===== config.mk =====
export PLATFORM = sky130hd
export DESIGN_NAME = retransmit_confirm_table
export DESIGN_NICKNAME = d
export VERILOG_FILES = /design/src/rtl/rct_pkg.sv /design/src/rtl/rct_ram.sv /design/src/rtl/rct_ctrl.sv /design/src/rtl/rct_datapath.sv /design/src/rtl/retransmit_confirm_table.sv
export VERILOG_INCLUDE_DIRS = /design/src /design/src/rtl
export SDC_FILE = /design/constraint.sdc
export NUM_CORES = 1
export LEC_CHECK = 0
export BUFFER_PORTS_ARGS = -buffer_cell sky130_fd_sc_hd__buf_2
export CAP_MARGIN = 20
export CORE_MARGIN = 3
export CORE_UTILIZATION = 55
export DETAILED_ROUTE_END_ITERATION = 10
export PLACE_DENSITY = 0.72
export SLEW_MARGIN = 20
export SYNTH_ARGS = -nofsm -noshare
export SYNTH_HDL_FRONTEND = slang
export SYNTH_HIERARCHICAL = 1
export SYNTH_SLANG_ARGS = --single-unit

===== constraint.sdc =====
create_clock -name clk -period 28.5 [get_ports clk]
set_clock_uncertainty 0.2 [all_clocks]
set_input_delay 2.85 -clock clk [delete_from_list [all_inputs] [get_ports clk]]
set_output_delay 2.85 -clock clk [all_outputs]
set_load 0.01 [all_outputs]

===== src/rtl/retransmit_confirm_table_defines.svh =====
// Assertion macros for the file that checks its own logic.
`ifndef RETRANSMIT_CONFIRM_TABLE_DEFINES_SVH
`define RETRANSMIT_CONFIRM_TABLE_DEFINES_SVH

// The consequent must hold in the same cycle as the antecedent.
`define RCT_ASSERT_SAME(lbl, clk, rst_n, ante, cons, msg) \
	lbl: assert property (@(posedge clk) disable iff (!rst_n) (ante) |-> (cons)) else $error(msg);

// The consequent must hold in the cycle after the antecedent.
`define RCT_ASSERT_NEXT(lbl, clk, rst_n, ante, cons, msg) \
	lbl: assert property (@(posedge clk) disable iff (!rst_n) (ante) |=> (cons)) else $error(msg);

`endif


===== src/rtl/rct_pkg.sv =====
package rct_pkg;

	localparam int SLOT_COUNT  = 16;
	localparam int SLOT_IW     = $clog2(SLOT_COUNT);
	localparam int MAX_RESULTS = 16;
	localparam int CNT_W       = $clog2(MAX_RESULTS + 1);
	localparam int CFG_IDX_W   = 2;
	localparam int CFG_DATA_W  = 16;

	localparam logic [CFG_IDX_W-1:0] CFG_TIMEOUT     = 2'd0;
	localparam logic [CFG_IDX_W-1:0] CFG_RETRY_LIMIT = 2'd1;

	localparam logic [15:0] TIMEOUT_RESET     = 16'd250;
	localparam logic [2:0]  RETRY_LIMIT_RESET = 3'd3;

	typedef enum logic [1:0] {
		KIND_SEND    = 2'd0,
		KIND_CONFIRM = 2'd1,
		KIND_TICK    = 2'd2
	} kind_t;

	typedef enum logic [2:0] {
		STAT_SENT       = 3'd0,
		STAT_FULL       = 3'd1,
		STAT_CONFIRMED  = 3'd2,
		STAT_UNMATCHED  = 3'd3,
		STAT_RETRANSMIT = 3'd4
	} status_t;

	typedef enum logic [2:0] {
		ST_IDLE,
		ST_SEND,
		ST_READ,
		ST_EVAL,
		ST_FINISH
	} state_t;

	typedef struct packed {
		logic [1:0]  kind;
		logic [31:0] now_ms;
		logic [15:0] confirm_seq;
	} in_item_t;

	typedef struct packed {
		logic [2:0]  status;
		logic [3:0]  slot_index;
		logic [15:0] seq_out;
		logic [2:0]  retry_count;
		logic        last;
	} out_item_t;

	typedef struct packed {
		logic [15:0] seq;
		logic [31:0] sent_time;
		logic [2:0]  retries;
	} slot_entry_t;

	typedef struct packed {
		logic load;
		logic step;
		logic send_wr;
		logic confirm_hit;
		logic confirm_miss;
		logic tick_hit;
		logic flush;
	} cmd_t;

	typedef struct packed {
		logic [1:0] in_kind;
		logic [1:0] kind;
		logic       hit;
		logic       idx_last;
		logic       pend_valid;
		logic       out_free;
	} sts_t;

endpackage


===== src/rtl/rct_ram.sv =====
module rct_ram #(
	parameter int WIDTH = 8,
	parameter int DEPTH = 16
) (
	input  logic                     clk,
	input  logic                     we,
	input  logic [$clog2(DEPTH)-1:0] waddr,
	input  logic [WIDTH-1:0]         wdata,
	input  logic [$clog2(DEPTH)-1:0] raddr,
	output logic [WIDTH-1:0]         rdata
);

	logic [WIDTH-1:0] mem [DEPTH];
	logic [WIDTH-1:0] rdata_q;

	always_ff @(posedge clk) begin
		if (we) begin
			mem[waddr] <= wdata;
		end
		rdata_q <= mem[raddr];
	end

	assign rdata = rdata_q;

endmodule


===== src/rtl/rct_ctrl.sv =====
module rct_ctrl (
	input  logic          clk,
	input  logic          arst_n,
	input  logic          in_valid,
	output logic          in_ready,
	input  rct_pkg::sts_t sts,
	output rct_pkg::cmd_t cmd
);

	rct_pkg::state_t state_q, state_d;
	logic            blocked;

	// A due slot cannot be taken while an earlier result has nowhere to go.
	assign blocked = sts.pend_valid && !sts.out_free;

	always_ff @(posedge clk or negedge arst_n) begin
		if (!arst_n) begin
			state_q <= rct_pkg::ST_IDLE;
		end else begin
			state_q <= state_d;
		end
	end

	always_comb begin
		state_d = state_q;
		case (state_q)
			rct_pkg::ST_IDLE: begin
				if (in_valid) begin
					case (sts.in_kind)
						rct_pkg::KIND_SEND: state_d = rct_pkg::ST_SEND;
						rct_pkg::KIND_CONFIRM,
						rct_pkg::KIND_TICK: state_d = rct_pkg::ST_READ;
						default: state_d = rct_pkg::ST_IDLE;
					endcase
				end
			end
			rct_pkg::ST_SEND: state_d = rct_pkg::ST_FINISH;
			rct_pkg::ST_READ: state_d = rct_pkg::ST_EVAL;
			rct_pkg::ST_EVAL: begin
				if (sts.hit && sts.kind == rct_pkg::KIND_CONFIRM) begin
					state_d = rct_pkg::ST_FINISH;
				end else if (sts.hit && blocked) begin
					state_d = rct_pkg::ST_EVAL;
				end else if (sts.idx_last) begin
					state_d = rct_pkg::ST_FINISH;
				end else begin
					state_d = rct_pkg::ST_READ;
				end
			end
			rct_pkg::ST_FINISH: begin
				if (!sts.pend_valid || sts.out_free) begin
					state_d = rct_pkg::ST_IDLE;
				end
			end
			default: state_d = rct_pkg::ST_IDLE;
		endcase
	end

	always_comb begin
		cmd      = '0;
		in_ready = 1'b0;
		case (state_q)
			rct_pkg::ST_IDLE: begin
				in_ready = 1'b1;
				cmd.load = in_valid;
			end
			rct_pkg::ST_SEND: cmd.send_wr = 1'b1;
			rct_pkg::ST_READ: cmd = '0;
			rct_pkg::ST_EVAL: begin
				if (sts.hit) begin
					if (sts.kind == rct_pkg::KIND_CONFIRM) begin
						cmd.confirm_hit = 1'b1;
					end else if (!blocked) begin
						cmd.tick_hit = 1'b1;
						cmd.step     = !sts.idx_last;
					end
				end else begin
					cmd.step         = !sts.idx_last;
					cmd.confirm_miss = sts.idx_last && sts.kind == rct_pkg::KIND_CONFIRM;
				end
			end
			rct_pkg::ST_FINISH: cmd.flush = sts.pend_valid && sts.out_free;
			default: cmd = '0;
		endcase
	end

endmodule


===== src/rtl/rct_datapath.sv =====
module rct_datapath (
	input  logic                            clk,
	input  logic                            arst_n,
	input  rct_pkg::cmd_t                   cmd,
	output rct_pkg::sts_t                   sts,
	input  rct_pkg::in_item_t               in_data,
	input  logic                            out_ready,
	output logic                            out_valid,
	output rct_pkg::out_item_t              out_data,
	input  logic                            cfg_valid,
	input  logic [rct_pkg::CFG_IDX_W-1:0]   cfg_index,
	input  logic [rct_pkg::CFG_DATA_W-1:0]  cfg_data
);

	localparam int EW = $bits(rct_pkg::slot_entry_t);

	logic [1:0]                  kind_q;
	logic [31:0]                 now_q;
	logic [15:0]                 cseq_q;
	logic [rct_pkg::SLOT_IW-1:0] idx_q;
	logic [rct_pkg::CNT_W-1:0]   cnt_q;
	logic [rct_pkg::SLOT_COUNT-1:0] valid_q;
	logic [15:0]                 next_seq_q;
	logic [15:0]                 timeout_q;
	logic [2:0]                  limit_q;
	logic                        pend_valid_q;
	rct_pkg::out_item_t          pend_q;
	logic                        out_valid_q;
	rct_pkg::out_item_t          out_q;

	rct_pkg::slot_entry_t        rd_entry;
	rct_pkg::slot_entry_t        wr_entry;
	logic [EW-1:0]               rd_bits;
	logic                        ram_we;
	logic [rct_pkg::SLOT_IW-1:0] ram_waddr;
	logic [rct_pkg::SLOT_IW-1:0] free_idx;
	logic                        free_found;
	logic [31:0]                 elapsed;
	logic [2:0]                  retries_inc;
	logic                        due;
	logic                        match;
	logic                        out_free;
	logic                        push;

	// Lowest free slot.
	always_comb begin
		free_idx   = '0;
		free_found = 1'b0;
		for (int i = rct_pkg::SLOT_COUNT - 1; i >= 0; i--) begin
			if (!valid_q[i]) begin
				free_idx   = rct_pkg::SLOT_IW'(i);
				free_found = 1'b1;
			end
		end
	end

	assign rd_entry    = rct_pkg::slot_entry_t'(rd_bits);
	assign elapsed     = now_q - rd_entry.sent_time;
	assign retries_inc = rd_entry.retries + 3'd1;
	assign match       = valid_q[idx_q] && rd_entry.seq == cseq_q;
	assign due         = valid_q[idx_q] && elapsed >= {16'd0, timeout_q}
	                     && rd_entry.retries < limit_q
	                     && cnt_q < rct_pkg::CNT_W'(rct_pkg::MAX_RESULTS);

	assign ram_we    = (cmd.send_wr && free_found) || cmd.tick_hit;
	assign ram_waddr = cmd.send_wr ? free_idx : idx_q;

	always_comb begin
		if (cmd.send_wr) begin
			wr_entry.seq       = next_seq_q;
			wr_entry.sent_time = now_q;
			wr_entry.retries   = 3'd0;
		end else begin
			wr_entry.seq       = rd_entry.seq;
			wr_entry.sent_time = now_q;
			wr_entry.retries   = retries_inc;
		end
	end

	rct_ram #(
		.WIDTH(EW),
		.DEPTH(rct_pkg::SLOT_COUNT)
	) u_slots (
		.clk  (clk),
		.we   (ram_we),
		.waddr(ram_waddr),
		.wdata(wr_entry),
		.raddr(idx_q),
		.rdata(rd_bits)
	);

	assign out_free = !out_valid_q || out_ready;
	assign push     = cmd.flush || (cmd.tick_hit && pend_valid_q);

	always_comb begin
		sts.in_kind    = in_data.kind;
		sts.kind       = kind_q;
		sts.idx_last   = idx_q == rct_pkg::SLOT_IW'(rct_pkg::SLOT_COUNT - 1);
		sts.pend_valid = pend_valid_q;
		sts.out_free   = out_free;
		case (kind_q)
			rct_pkg::KIND_CONFIRM: sts.hit = match;
			rct_pkg::KIND_TICK:    sts.hit = due;
			default:               sts.hit = 1'b0;
		endcase
	end

	always_ff @(posedge clk) begin
		if (cmd.load) begin
			kind_q <= in_data.kind;
			now_q  <= in_data.now_ms;
			cseq_q <= in_data.confirm_seq;
		end
	end

	always_ff @(posedge clk or negedge arst_n) begin
		if (!arst_n) begin
			idx_q      <= '0;
			cnt_q      <= '0;
			valid_q    <= '0;
			next_seq_q <= '0;
			timeout_q  <= rct_pkg::TIMEOUT_RESET;
			limit_q    <= rct_pkg::RETRY_LIMIT_RESET;
		end else begin
			if (cmd.load) begin
				idx_q <= '0;
				cnt_q <= '0;
			end else begin
				if (cmd.step) begin
					idx_q <= idx_q + 1'b1;
				end
				if (cmd.tick_hit) begin
					cnt_q <= cnt_q + 1'b1;
				end
			end
			if (cmd.send_wr && free_found) begin
				valid_q[free_idx] <= 1'b1;
				next_seq_q        <= next_seq_q + 16'd1;
			end
			if (cmd.confirm_hit) begin
				valid_q[idx_q] <= 1'b0;
			end
			if (cfg_valid) begin
				case (cfg_index)
					rct_pkg::CFG_TIMEOUT:     timeout_q <= cfg_data;
					rct_pkg::CFG_RETRY_LIMIT: limit_q   <= cfg_data[2:0];
					default: ;
				endcase
			end
		end
	end

	// One result waits in the pending register until the next one, or the end of
	// the scan, tells whether it is the last.
	always_ff @(posedge clk or negedge arst_n) begin
		if (!arst_n) begin
			pend_valid_q <= 1'b0;
			out_valid_q  <= 1'b0;
		end else begin
			if (cmd.send_wr || cmd.confirm_hit || cmd.confirm_miss || cmd.tick_hit) begin
				pend_valid_q <= 1'b1;
			end else if (cmd.flush) begin
				pend_valid_q <= 1'b0;
			end
			if (push) begin
				out_valid_q <= 1'b1;
			end else if (out_ready) begin
				out_valid_q <= 1'b0;
			end
		end
	end

	always_ff @(posedge clk) begin
		if (push) begin
			out_q.status      <= pend_q.status;
			out_q.slot_index  <= pend_q.slot_index;
			out_q.seq_out     <= pend_q.seq_out;
			out_q.retry_count <= pend_q.retry_count;
			out_q.last        <= cmd.flush;
		end
		if (cmd.send_wr) begin
			pend_q.status      <= free_found ? rct_pkg::STAT_SENT : rct_pkg::STAT_FULL;
			pend_q.slot_index  <= free_found ? 4'(free_idx) : 4'd0;
			pend_q.seq_out     <= next_seq_q;
			pend_q.retry_count <= 3'd0;
			pend_q.last        <= 1'b0;
		end else if (cmd.confirm_hit) begin
			pend_q.status      <= rct_pkg::STAT_CONFIRMED;
			pend_q.slot_index  <= 4'(idx_q);
			pend_q.seq_out     <= rd_entry.seq;
			pend_q.retry_count <= rd_entry.retries;
			pend_q.last        <= 1'b0;
		end else if (cmd.confirm_miss) begin
			pend_q.status      <= rct_pkg::STAT_UNMATCHED;
			pend_q.slot_index  <= 4'd0;
			pend_q.seq_out     <= cseq_q;
			pend_q.retry_count <= 3'd0;
			pend_q.last        <= 1'b0;
		end else if (cmd.tick_hit) begin
			pend_q.status      <= rct_pkg::STAT_RETRANSMIT;
			pend_q.slot_index  <= 4'(idx_q);
			pend_q.seq_out     <= rd_entry.seq;
			pend_q.retry_count <= retries_inc;
			pend_q.last        <= 1'b0;
		end
	end

	assign out_valid = out_valid_q;
	assign out_data  = out_q;

endmodule


===== src/rtl/retransmit_confirm_table.sv =====
// Retransmission table for datagrams that wait for confirmation.
// The input channel (in_valid, in_ready, in_data) takes one event per transaction:
// send, confirm or time tick. The output channel (out_valid, out_ready, out_data)
// returns the results; the final result of an event carries last. A tick may give
// none, one or several retransmit results; every other event gives exactly one, and
// an unknown kind is dropped without a result.
// A send claims the lowest free slot, if any, and its result then moves to the
// output register before the next event is taken. A confirm or tick scans the slot
// memory slot by slot (address, then evaluate on the registered read data), and the
// next event is taken only once the last result of the scan, if any, has reached
// the output register; a confirm that matches ends its scan at the matching slot.
// One result waits in a pending register and one in the output register. While the
// receiver stalls, a tick scan holds at the next due slot and in_ready stays low.
// The configuration channel (cfg_valid, cfg_ready, cfg_index, cfg_data) is always
// ready: index 0 sets the timeout in ms, index 1 the retry limit. Write it only
// while no event is in flight.
// Reset clears all slot valid bits, the sequence counter and the output, and loads
// a 250 ms timeout and a retry limit of 3. Slot contents are not cleared; they are
// read only behind a valid bit.
`include "retransmit_confirm_table_defines.svh"

module retransmit_confirm_table (
	input  logic                            clk,
	input  logic                            arst_n,
	input  logic                            in_valid,
	output logic                            in_ready,
	input  rct_pkg::in_item_t               in_data,
	output logic                            out_valid,
	input  logic                            out_ready,
	output rct_pkg::out_item_t              out_data,
	input  logic                            cfg_valid,
	output logic                            cfg_ready,
	input  logic [rct_pkg::CFG_IDX_W-1:0]   cfg_index,
	input  logic [rct_pkg::CFG_DATA_W-1:0]  cfg_data
);

	rct_pkg::cmd_t cmd;
	rct_pkg::sts_t sts;
	logic          result_push;
	logic          event_taken;

	// Registers accept writes in any cycle.
	assign cfg_ready = 1'b1;

	// The controller sequences each event: dispatch, slot write or slot scan, final flush.
	rct_ctrl u_ctrl (
		.clk     (clk),
		.arst_n  (arst_n),
		.in_valid(in_valid),
		.in_ready(in_ready),
		.sts     (sts),
		.cmd     (cmd)
	);

	// The datapath holds the slot memory, valid bits, counters and result registers.
	rct_datapath u_dp (
		.clk      (clk),
		.arst_n   (arst_n),
		.cmd      (cmd),
		.sts      (sts),
		.in_data  (in_data),
		.out_ready(out_ready),
		.out_valid(out_valid),
		.out_data (out_data),
		.cfg_valid(cfg_valid),
		.cfg_index(cfg_index),
		.cfg_data (cfg_data)
	);

	// A result moves from the pending register into the output register.
	assign result_push = cmd.flush || (cmd.tick_hit && sts.pend_valid);
	// An event of a known kind is taken; an unknown kind leaves the controller idle.
	assign event_taken = in_valid && in_ready && in_data.kind <= rct_pkg::KIND_TICK;

	// A new event is only taken once the previous one has no result left in the pending register.
	`RCT_ASSERT_SAME(a_idle_no_pending, clk, arst_n, in_ready, !sts.pend_valid, "result pending")
	// A result moves to the output register only when that register can take it.
	`RCT_ASSERT_SAME(a_push_has_room, clk, arst_n, result_push, sts.out_free, "output full")
	// Each accepted event is worked on before another is taken.
	`RCT_ASSERT_NEXT(a_one_event, clk, arst_n, event_taken, !in_ready, "back to back event")

endmodule


==> results.tsv, run 1 <==
metric	value	unit
outcome	finished clean	
average cell area after synthesis	18.1	um2
clock buffer depth	3	
Clock Tree Root	clkbuf_16	
crit path max fanout	27	
# Post-CTS Setup Buffers	0	
Routed Antenna Nets	0	
grt total ovfl	0	
layout cells sized above 1	22.9	%
DR WL/cell	25.8	um
drt first pass iters	5	
most frequent cells in the layout	edfxtp_1, mux4_2, nand2_1, a22oi_1, clkbuf_16	
Cell Area, Synth	0.0413	mm2
htree depth	3	
Synth Area in Simple Gates	4.19	%
RSZ-0062 raised after global routing	false	
EDFF count, synth	916	
first-iteration detailed-routing DRC count	2253	
Placement Setup Slack	20.28	ns
pin count of the biggest net entering global routing	163	
Global Route Usage Sum	23.4	%
Top delay family on crit path	simple AND/OR/NAND/NOR gates	
post-synthesis mux area share	11.7	%
commonest non-fill, non-tap cell in the layout	edfxtp_1	
CTS buffer count	101	
minimum clock period	8.12	ns
NumNets Final	2568	
Layout Cells excl Fill	3482	
crit path cell chain	inv_1 > ha_1 > fa_1 > nand2b_1 > a21oi_2 > nor2_1 > o41a_1 > xnor2_1 > ha_1 > nand4_1 > a2111oi_0 > nor2_1 > and4_1 > o2111a_1 > nand3_1 > o21ba_1 > nand2_1 > nor3_2 > or2_2 > nand3_1 > nor2_4 > buf_4	
Post-CTS Resized	0	
Worst Max-Slew Pin Slew	1.11	ns
Core ar.	0.0737	mm2
hold depth	0	
final wirelength	89700	um
VDD IR max	57.6	uV
P_leak	15.5	nW
worst path bufs/invs	2	
final worst slack	20.38	ns
Post-Route Setup TNS	0	ns
sequential element share of the synthesized area	73.1	%
global placement routability congestion	0.805	
largest family of logic cells by synthesized area	multiplexers	
via-per-instance ratio	6.19	
Synth Area in XOR/XNOR	1.25	%
Clock Latency Late Sink	0.66	ns
worst reg-to-reg path cell count	22	
Die X	280	um
Achievable Freq	0.123	GHz
Post-synth top flop	edfxtp_1	
IO Pins	103	
fraction of registers with async set/reset	6.28	%
antenna violations before repair	0	
die area	0.0785	mm2
Initial Util	56.1	%
Fin. Hold Viols	0	
synth-to-layout area growth	12.3	%
worst hold slack	0.209	ns
Sink Count	1035	
Max Slew Vio Count	0	
Worst path slowest cell	nor2_4	
Final setup viols	0	
via count	21600	
Clk pin slew, worst setup/hold paths	0.06	ns
Worst Path Required	28.58	ns
pwr/cell area	98.8	mW/mm2
Worst path depth	22	
CP arrival	8.21	ns
Min-Delay Path Class	flip-flop to flip-flop	
CTS tree	built	
Placed Cells	3291	
max_slew headroom	26.0	%
synth unique cells	86	
Synth Area in Compound Gates	5.67	%
Max-Cap Viols	0	
gate count after technology mapping	2289	
crit path capture type	flip-flop	
hpwl dp	50300	um
Seq cells post-synth	1035	
warnings from Yosys	6	
DRC errors left	0	
Synth Area in Adders	1.83	%
CTS Hold Buffers Added	0	
global-route wire length before repair	138000	um
Worst path max stage delay	0.91	ns
Final Cycle Share	28.5	%
Die H	280	um
Port-buffer cells	101	
FP Rows	99	
CP Launch Type	flip-flop	
Filler Cells Inserted	4960	
Mapped Nets	2422	
Crit Path Class	flip-flop to flip-flop	
number of global-route vias before repair	22400	
## worst register-to-register path, cell delays in order (launching register included)
cell	delay [ns]
edfxtp_1	0.63
inv_1	0.10
ha_1	0.26
fa_1	0.41
nand2b_1	0.20
a21oi_2	0.26
nor2_1	0.11
o41a_1	0.54
xnor2_1	0.17
ha_1	0.30
nand4_1	0.16
a2111oi_0	0.41
nor2_1	0.13
and4_1	0.23
o2111a_1	0.14
nand3_1	0.33
o21ba_1	0.37
nand2_1	0.11
nor3_2	0.62
or2_2	0.27
nand3_1	0.29
nor2_4	0.91
buf_4	0.58
## per-stage QoR
step	cell area, um2	util [%]	power (W)
floorplan	41300	-	0.00292
global placement	43000	58.3	0.00323
detailed placement	43000	58.3	0.00326
CTS	46400	63.0	0.00462
global route	46400	63.0	0.00480
finish	46400	63.0	0.00459
## Yosys cell counts, types with 7 or more instances
| master | instances | area share [%] |
|---|---|---|
| edfxtp_1 | 916 | 67 |
| mux4_2 | 209 | 11 |
| nand2_1 | 139 | 1.3 |
| a22oi_1 | 104 | 1.9 |
| inv_1 | 92 | 0.84 |
| nor2_1 | 88 | 0.80 |
| o21ai_0 | 72 | 0.87 |
| a21oi_1 | 70 | 0.85 |
| ha_1 | 59 | 1.8 |
| dfrtp_1 | 57 | 3.5 |
| dfxtp_1 | 54 | 2.6 |
| clkbuf_1 | 53 | 0.48 |
| xnor2_1 | 39 | 0.83 |
| nand2b_1 | 20 | 0.30 |
| nand3_1 | 20 | 0.24 |
| nor3_1 | 20 | 0.24 |
| xor2_1 | 20 | 0.42 |
| nand4_1 | 18 | 0.27 |
| buf_2 | 17 | 0.21 |
| buf_6 | 16 | 0.44 |
| a21o_1 | 13 | 0.24 |
| and3_1 | 13 | 0.20 |
| a31oi_1 | 11 | 0.17 |
| buf_4 | 11 | 0.20 |
| nor2b_1 | 11 | 0.17 |
| o21ai_1 | 10 | 0.12 |
| buf_1 | 9 | 0.082 |
| o211ai_1 | 9 | 0.16 |
| dfstp_2 | 8 | 0.51 |
| a211oi_1 | 7 | 0.13 |
## cell families (layout without fill, tap and decap cells)
family,count (synthesis),after routing
other,1,2
muxes,220,220
AOI/OAI and AO/OA,350,350
adders and majority gates,60,60
DFF,1035,1035
buffers and inverters,199,432
xor gates and xnor gates,59,59
and+or+nand+nor,365,365
## registers in the layout (all words and copies together) (netlist names)
signal              cells
u_dp/cseq_q            16
u_dp/cnt_q              5
u_dp/timeout_q         16
u_dp/u_slots/mem      816
u_dp/limit_q            3
u_dp/valid_q           16
u_dp/pend_valid_q       1
u_dp/pend_q            26
u_dp/out_data          27
u_dp/kind_q             2
u_dp/now_q             32
u_dp/next_seq_q        16
u_dp/idx_q              4
u_dp/u_slots/rdata     51
u_dp/out_valid          1
u_ctrl/state_q          3
## power by group
group          switching, W  leakage [nW]  internal (W)
Combinational      0.000686          4.32      0.000497
Sequential         0.000120          9.56       0.00193
Clock              0.000558          1.66      0.000795
Total               0.00136          15.5       0.00322
## metal layers
layer | global-route usage, % | up-vias | part of all wire, %
met1 | 32.1 | 11200 | 41
met3 | 3.30 | 138 | 6.1
met5 | 0 | - | 0
met2 | 39.5 | 764 | 51
met4 | 7.07 | 0 | 2.4
li1 | - | 9406 | -
## path summary, 6_finish.rpt
path                                            from                            endpoint  slack [ns]
min in group asynchronous                     arst_n     u_dp/next_seq_q[15]$_DFFE_PN0P_        2.25
max in group asynchronous                     arst_n           u_dp/idx_q[1]$_DFFE_PN0P_       25.14
setup reg to reg             u_dp/now_q[0]$_DFFE_PP_  u_dp/u_slots/mem[14][11]$_DFFE_PP_       20.38
hold / removal             u_dp/pend_q[13]$_DFFE_PP_         u_dp/out_data[13]$_DFFE_PP_        0.21
setup / recovery             u_dp/now_q[0]$_DFFE_PP_  u_dp/u_slots/mem[14][11]$_DFFE_PP_       20.38
hold reg to reg            u_dp/pend_q[13]$_DFFE_PP_         u_dp/out_data[13]$_DFFE_PP_        0.21
## layout make-up
type | instances | area, um2 | share of cell area, %
tap | 959 | 1200 | 2.59
clock inverter | 61 | 682 | 1.47
multi-input combinational | 1055 | 10300 | 22.3
antenna | 1 | 2.50 | 0.00539
sequential | 1035 | 30200 | 65.1
clock buffer | 129 | 2720 | 5.85
timing repair buffer | 150 | 890 | 1.92
inverter | 92 | 345 | 0.744
(Power assumes the default switching activity.)
==> run 2: changes to the inputs <==
Clock period 28.5 ns to 8 ns, I/O delays scaled along.
==> run 2 against run 1 <==
Against the previous run: cell area grew 0.27%; sequential power rose to 3.6 times the previous value; global-route usage is 0.81 points higher; wire length is 3.9% higher; final cell count increased by 0.52%; critical path depth unchanged; flip-flop and latch count did not move; count of clock-buffer cells in the layout increased by 8; combinational power rose to 3.7 times the previous value; worst hold slack got worse by 0.090 ns.
==> results.tsv, run 2 (synthesis results as in run 1) <==
metric	value	unit	change
RSZ-0062 raised after global routing	false		unchanged
pwr/cell area	350	mW/mm2	was 98.8 mW/mm2
IO Pins	103		unchanged
Die H	280	um	unchanged
crit path max fanout	29		was 27
number of global-route vias before repair	22400		about the same
Worst Path Required	8.06	ns	was 28.58 ns
CTS buffer count	103		was 101
CP arrival	7.47	ns	was 8.21 ns
Max-Cap Viols	0		unchanged
Post-CTS Resized	0		unchanged
worst hold slack	0.119	ns	was 0.209 ns
htree depth	3		unchanged
pin count of the biggest net entering global routing	160		was 163
Clk pin slew, worst setup/hold paths	0.06	ns	about the same
Worst path slowest cell	nor2_4		unchanged
worst path bufs/invs	2		unchanged
outcome	finished clean		unchanged
total power	0.0163	W	was 0.00459 W
Fin. Hold Viols	0		unchanged
drt first pass iters	6		was 5
FP Rows	99		unchanged
hpwl dp	54600	um	was 50,300 um
via-per-instance ratio	6.24		was 6.19
ANT cells	0		was 1
first-iteration detailed-routing DRC count	2360		was 2,253
Clock Latency Late Sink	0.65	ns	was 0.66 ns
P_leak	15.6	nW	was 15.5 nW
max_slew headroom	23.8	%	was 26.0%
via count	21900		was 21,600
Worst path max stage delay	0.83	ns	was 0.91 ns
DRC errors left	0		unchanged
crit path capture type	flip-flop		unchanged
global-route wire length before repair	142000	um	was 138,000 um
grt total ovfl	0		unchanged
Sink Count	1035		unchanged
Global Route Usage Sum	24.2	%	was 23.4%
most frequent cells in the layout	edfxtp_1, mux4_2, nand2_1, clkbuf_16, a22oi_1		was edfxtp_1, mux4_2, nand2_1, a22oi_1, clkbuf_16
CP Launch Type	flip-flop		unchanged
Clock Tree Root	clkbuf_16		unchanged
Final setup viols	0		unchanged
clock buffer depth	3		unchanged
Post-Route Setup TNS	0	ns	unchanged
minimum clock period	7.41	ns	was 8.12 ns
Worst Max-Slew Pin Slew	1.13	ns	was 1.11 ns
Core ar.	0.0737	mm2	unchanged
# Post-CTS Setup Buffers	0		unchanged
global placement routability congestion	0.868		was 0.805
CTS tree	built		unchanged
commonest non-fill, non-tap cell in the layout	edfxtp_1		unchanged
Initial Util	56.1	%	unchanged
Achievable Freq	0.135	GHz	was 0.123 GHz
Die X	280	um	unchanged
flip-flop count of the largest register after layout	816		unchanged
NumNets Final	2585		was 2,568
layout cells sized above 1	22.7	%	was 22.9%
die area	0.0785	mm2	unchanged
Routed Antenna Nets	0		unchanged
crit path cell chain	inv_1 > ha_1 > fa_1 > nand2b_1 > a21oi_2 > nor2_1 > o41a_1 > xnor2_1 > ha_1 > nand4_1 > a2111oi_0 > nor2_1 > and4_1 > o2111a_1 > nand3_1 > o21ba_1 > nand2_1 > nor3_2 > or2_2 > nand3b_1 > nor2_4 > buf_4		was inv_1 > ha_1 > fa_1 > nand2b_1 > a21oi_2 > nor2_1 > o41a_1 > xnor2_1 > ha_1 > nand4_1 > a2111oi_0 > nor2_1 > and4_1 > o2111a_1 > nand3_1 > o21ba_1 > nand2_1 > nor3_2 > or2_2 > nand3_1 > nor2_4 > buf_4
Top delay family on crit path	simple AND/OR/NAND/NOR gates		unchanged
worst reg-to-reg path cell count	22		unchanged
Crit Path Class	flip-flop to flip-flop		unchanged
synth-to-layout area growth	12.6	%	was 12.3%
antenna violations before repair	1		was 0
Worst path depth	22		unchanged
Largest Register	u_dp/u_slots/mem		unchanged
Max Slew Vio Count	0		unchanged
Port-buffer cells	101		unchanged
Final Cycle Share	92.6	%	was 28.5%
Min-Delay Path Class	input pin to flip-flop		was flip-flop to flip-flop
DR WL/cell	26.6	um	was 25.8 um
final wirelength	93300	um	was 89,700 um
CTS Hold Buffers Added	0		unchanged
VDD IR max	255	uV	was 57.6 uV
hold depth	1		was 0
run 2: per-stage QoR:
| step | utilization [%] | worst slack, ns | cell area [um2] | std cells |
|---|---|---|---|---|
| global placement | 58.6 | 0.901 | 43200 | 3305 |
| global route | 63.1 | 0.0807 | 46500 | 3500 |
| CTS | 63.1 | 0.525 | 46500 | 3499 |
| finish | 63.1 | 0.593 | 46500 | 3500 |
| detailed placement | 58.6 | 0.567 | 43200 | 3305 |
| floorplan | - | 0.220 | 41400 | 2289 |
run 2: path summary, 6_finish.rpt:
check	from	end	slack [ns]
max	u_dp/now_q[0]$_DFFE_PP_	u_dp/u_slots/mem[9][7]$_DFFE_PP_	0.59
min reg2reg	u_dp/pend_q[8]$_DFFE_PP_	u_dp/out_data[8]$_DFFE_PP_	0.21
max in group asynchronous	arst_n	u_dp/idx_q[1]$_DFFE_PN0P_	6.74
min	in_data[40]	u_dp/now_q[24]$_DFFE_PP_	0.12
min in group asynchronous	arst_n	u_dp/valid_q[13]$_DFF_PN0_	0.19
max reg2reg	u_dp/now_q[0]$_DFFE_PP_	u_dp/u_slots/mem[9][7]$_DFFE_PP_	0.59
run 2: area by class of cell:
class | instances | area [um2]
Inverter | 92 | 345
Multi-Input combinational cell | 1055 | 10400
Clock inverter | 57 | 524
Fill cell | 5005 | 27200
Clock buffer | 137 | 2790
Sequential cell | 1035 | 30200
Tap cell | 959 | 1200
Timing Repair Buffer | 165 | 1080
run 2: power breakdown:
part	internal, W	switching, W	leakage (nW)
Clock	0.00274	0.00194	1.61
Sequential	0.00687	0.000411	9.56
Combinational	0.00179	0.00253	4.40
run 2: per-layer routing:
layer  global-route usage (%)  part of all wire, %  up-vias
met4                     7.01                  2.6        0
met3                     3.07                  7.0      142
met1                     35.2                   42    11300
met5                        0                    0        -
met2                     39.2                   49      951
li1                         -                    -     9439
run 2: worst register-to-register path: cells and delay by family (launching register included):
family | cells | cell delay [ns]
and+or+nand+nor | 11 | 2.59
DFF | 1 | 0.63
xor gates and xnor gates | 1 | 0.17
AOI/OAI and AO/OA | 5 | 1.66
buffers and inverters | 2 | 0.78
adders and majority gates | 3 | 0.96
==> run 3: changes to the inputs <==
Settings changed: CTS_BUF_LIST set to sky130_fd_sc_hd__clkbuf_16.
==> run 3 against run 2 <==
Against the previous run: critical path depth stayed put; die area stayed put; fmax is 0.11% lower; flip-flop and latch count stayed put; utilization is 0.082 points lower.
==> results.tsv, run 3 (synthesis results as in run 1) <==
metric	value	unit	change
Port-buffer cells	101		unchanged
Global Route Usage Sum	24.2	%	about the same
CP Launch Type	flip-flop		unchanged
Max-Cap Viols	0		unchanged
worst reg-to-reg path cell count	22		unchanged
antenna violations before repair	1		unchanged
drt first pass iters	5		was 6
Fin. Hold Viols	0		unchanged
crit path max fanout	29		unchanged
crit path capture type	flip-flop		unchanged
Core ar.	0.0737	mm2	unchanged
htree depth	3		unchanged
via count	21800		was 21,900
Final Cycle Share	92.7	%	was 92.6%
outcome	finished clean		unchanged
max_slew headroom	24.6	%	was 23.8%
global placement routability congestion	0.868		unchanged
FP Rows	99		unchanged
CTS buffer count	103		unchanged
Max Slew Vio Count	0		unchanged
RSZ-0062 raised after global routing	false		unchanged
minimum clock period	7.42	ns	was 7.41 ns
Final Cell Area	0.0465	mm2	about the same
clock buffer depth	3		unchanged
Die X	280	um	unchanged
Seq. cell area	0.0302	mm2	unchanged
multi-input logic area	0.0104	mm2	unchanged
global-route wire length before repair	142000	um	about the same
final wirelength	93100	um	was 93,300 um
Largest Register	u_dp/u_slots/mem		unchanged
ANT cells	0		unchanged
Final setup viols	0		unchanged
# Post-CTS Setup Buffers	0		unchanged
hold depth	1		unchanged
Hold Path Sink	u_dp/now_q[24]$_DFFE_PP_		unchanged
DRC errors left	0		unchanged
Die H	280	um	unchanged
Post-CTS Resized	0		unchanged
number of global-route vias before repair	22400		about the same
Min-Delay Path Class	input pin to flip-flop		unchanged
Filler Cells Inserted	5021		was 5,005
VDD IR max	251	uV	was 255 uV
Clk pin slew, worst setup/hold paths	0.06	ns	about the same
Post-Route Setup TNS	0	ns	unchanged
r2r endpoint	u_dp/u_slots/mem[9][7]$_DFFE_PP_		unchanged
DR WL/cell	26.6	um	about the same
Worst R2R Setup Slack	0.58	ns	was 0.59 ns
die area	0.0785	mm2	unchanged
Clock Tree Root	clkbuf_16		unchanged
Routed Antenna Nets	0		unchanged
Achievable Freq	0.135	GHz	about the same
layout cells sized above 1	22.5	%	was 22.7%
Placed Cells	3305		unchanged
CTS Hold Buffers Added	0		unchanged
Crit Path Class	flip-flop to flip-flop		unchanged
pwr/cell area	349	mW/mm2	was 350 mW/mm2
hpwl dp	54600	um	unchanged
Clock Latency Late Sink	0.65	ns	about the same
grt total ovfl	0		unchanged
most frequent cells in the layout	edfxtp_1, mux4_2, nand2_1, inv_1		was edfxtp_1, mux4_2, nand2_1, clkbuf_16, a22oi_1
IO Pins	103		unchanged
via-per-instance ratio	6.23		was 6.24
CTS tree	built		unchanged
Worst Path Required	8.06	ns	about the same
synth-to-layout area growth	12.4	%	was 12.6%
Worst Max-Slew Pin Slew	1.12	ns	was 1.13 ns
NumNets Final	2585		unchanged
pin count of the biggest net entering global routing	160		unchanged
flip-flop count of the largest register after layout	816		unchanged
Layout Cells excl Fill	3500		unchanged
Placed Area	0.0432	mm2	unchanged
hold_sp	in_data[40]		unchanged
CP arrival	7.48	ns	was 7.47 ns
Sink Count	1035		unchanged
Initial Util	56.1	%	unchanged
P_leak	15.6	nW	about the same
first-iteration detailed-routing DRC count	2276		was 2,360
RR Startpoint	u_dp/now_q[0]$_DFFE_PP_		unchanged
commonest non-fill, non-tap cell in the layout	edfxtp_1		unchanged
## run 3: cell types whose count changed in the layout (fill, tap and decap cells not counted), sizes merged
cell / before / now
clkbuf: 137 / 104
clkinv: 39 / 45
inv: 98 / 125
## run 3: layer usage
metal	track usage (%)	share of wire (%)	vias up
li1	-	-	9433
met1	35.2	42	11300
met2	39.0	49	909
met3	3.15	6.5	152
met4	7.03	2.6	0
met5	0	0	-
## run 3: worst max path at each step
stage,start,end,slack (ns),cells past startpoint
after floorplan,u_dp/now_q[0]$_DFFE_PP_,u_dp/u_slots/mem[1][0]$_DFFE_PP_,0.22,22
after detailed placement,u_dp/now_q[0]$_DFFE_PP_,u_dp/u_slots/mem[9][6]$_DFFE_PP_,0.57,22
final,u_dp/now_q[0]$_DFFE_PP_,u_dp/u_slots/mem[9][7]$_DFFE_PP_,0.58,22
after global routing,u_dp/now_q[0]$_DFFE_PP_,u_dp/u_slots/mem[9][9]$_DFFE_PP_,0.08,22
after global placement,u_dp/now_q[0]$_DFFE_PP_,u_dp/u_slots/mem[9][10]$_DFFE_PP_,0.90,22
after CTS,u_dp/now_q[0]$_DFFE_PP_,u_dp/u_slots/mem[9][4]$_DFFE_PP_,0.52,22
## run 3: critical path, cell delays in order, from the launching register on
cell	delay [ns]
edfxtp_1	0.63
inv_1	0.09
ha_1	0.26
fa_1	0.41
nand2b_1	0.20
a21oi_2	0.24
nor2_1	0.11
o41a_1	0.52
xnor2_1	0.17
ha_1	0.29
nand4_1	0.12
a2111oi_0	0.43
nor2_1	0.08
and4_1	0.21
o2111a_1	0.13
nand3_1	0.26
o21ba_1	0.34
nand2_1	0.10
nor3_2	0.16
or2_2	0.18
nand3b_1	0.34
nor2_4	0.83
buf_4	0.64
## run 3: cell type report
class / instances / share of cell area [%]
inverter: 92 / 0.743
multi-input combinational: 1055 / 22.3
sequential: 1035 / 65.1
timing repair buffer: 165 / 2.33
tap: 959 / 2.58
clock buffer: 104 / 5.60
clock inverter: 90 / 1.39
## run 3: where the power goes
group	internal [W]	total (W)	leakage [nW]	switching, W
Combinational	0.00179	0.00433	4.40	0.00253
Sequential	0.00687	0.00728	9.56	0.000411
Clock	0.00265	0.00459	1.68	0.00194
Total	0.0113	0.0162	15.6	0.00489
## run 3: through the flow
step                setup WS (ns)  hold WS, ns  total power, W  util (%)
global route               0.0822       0.0840          0.0170      63.1
finish                      0.585        0.117          0.0162      63.1
global placement            0.901        0.203          0.0116      58.6
CTS                         0.524       0.0755          0.0163      63.0
floorplan                   0.220        0.200          0.0104         -
detailed placement          0.567        0.205          0.0117      58.6
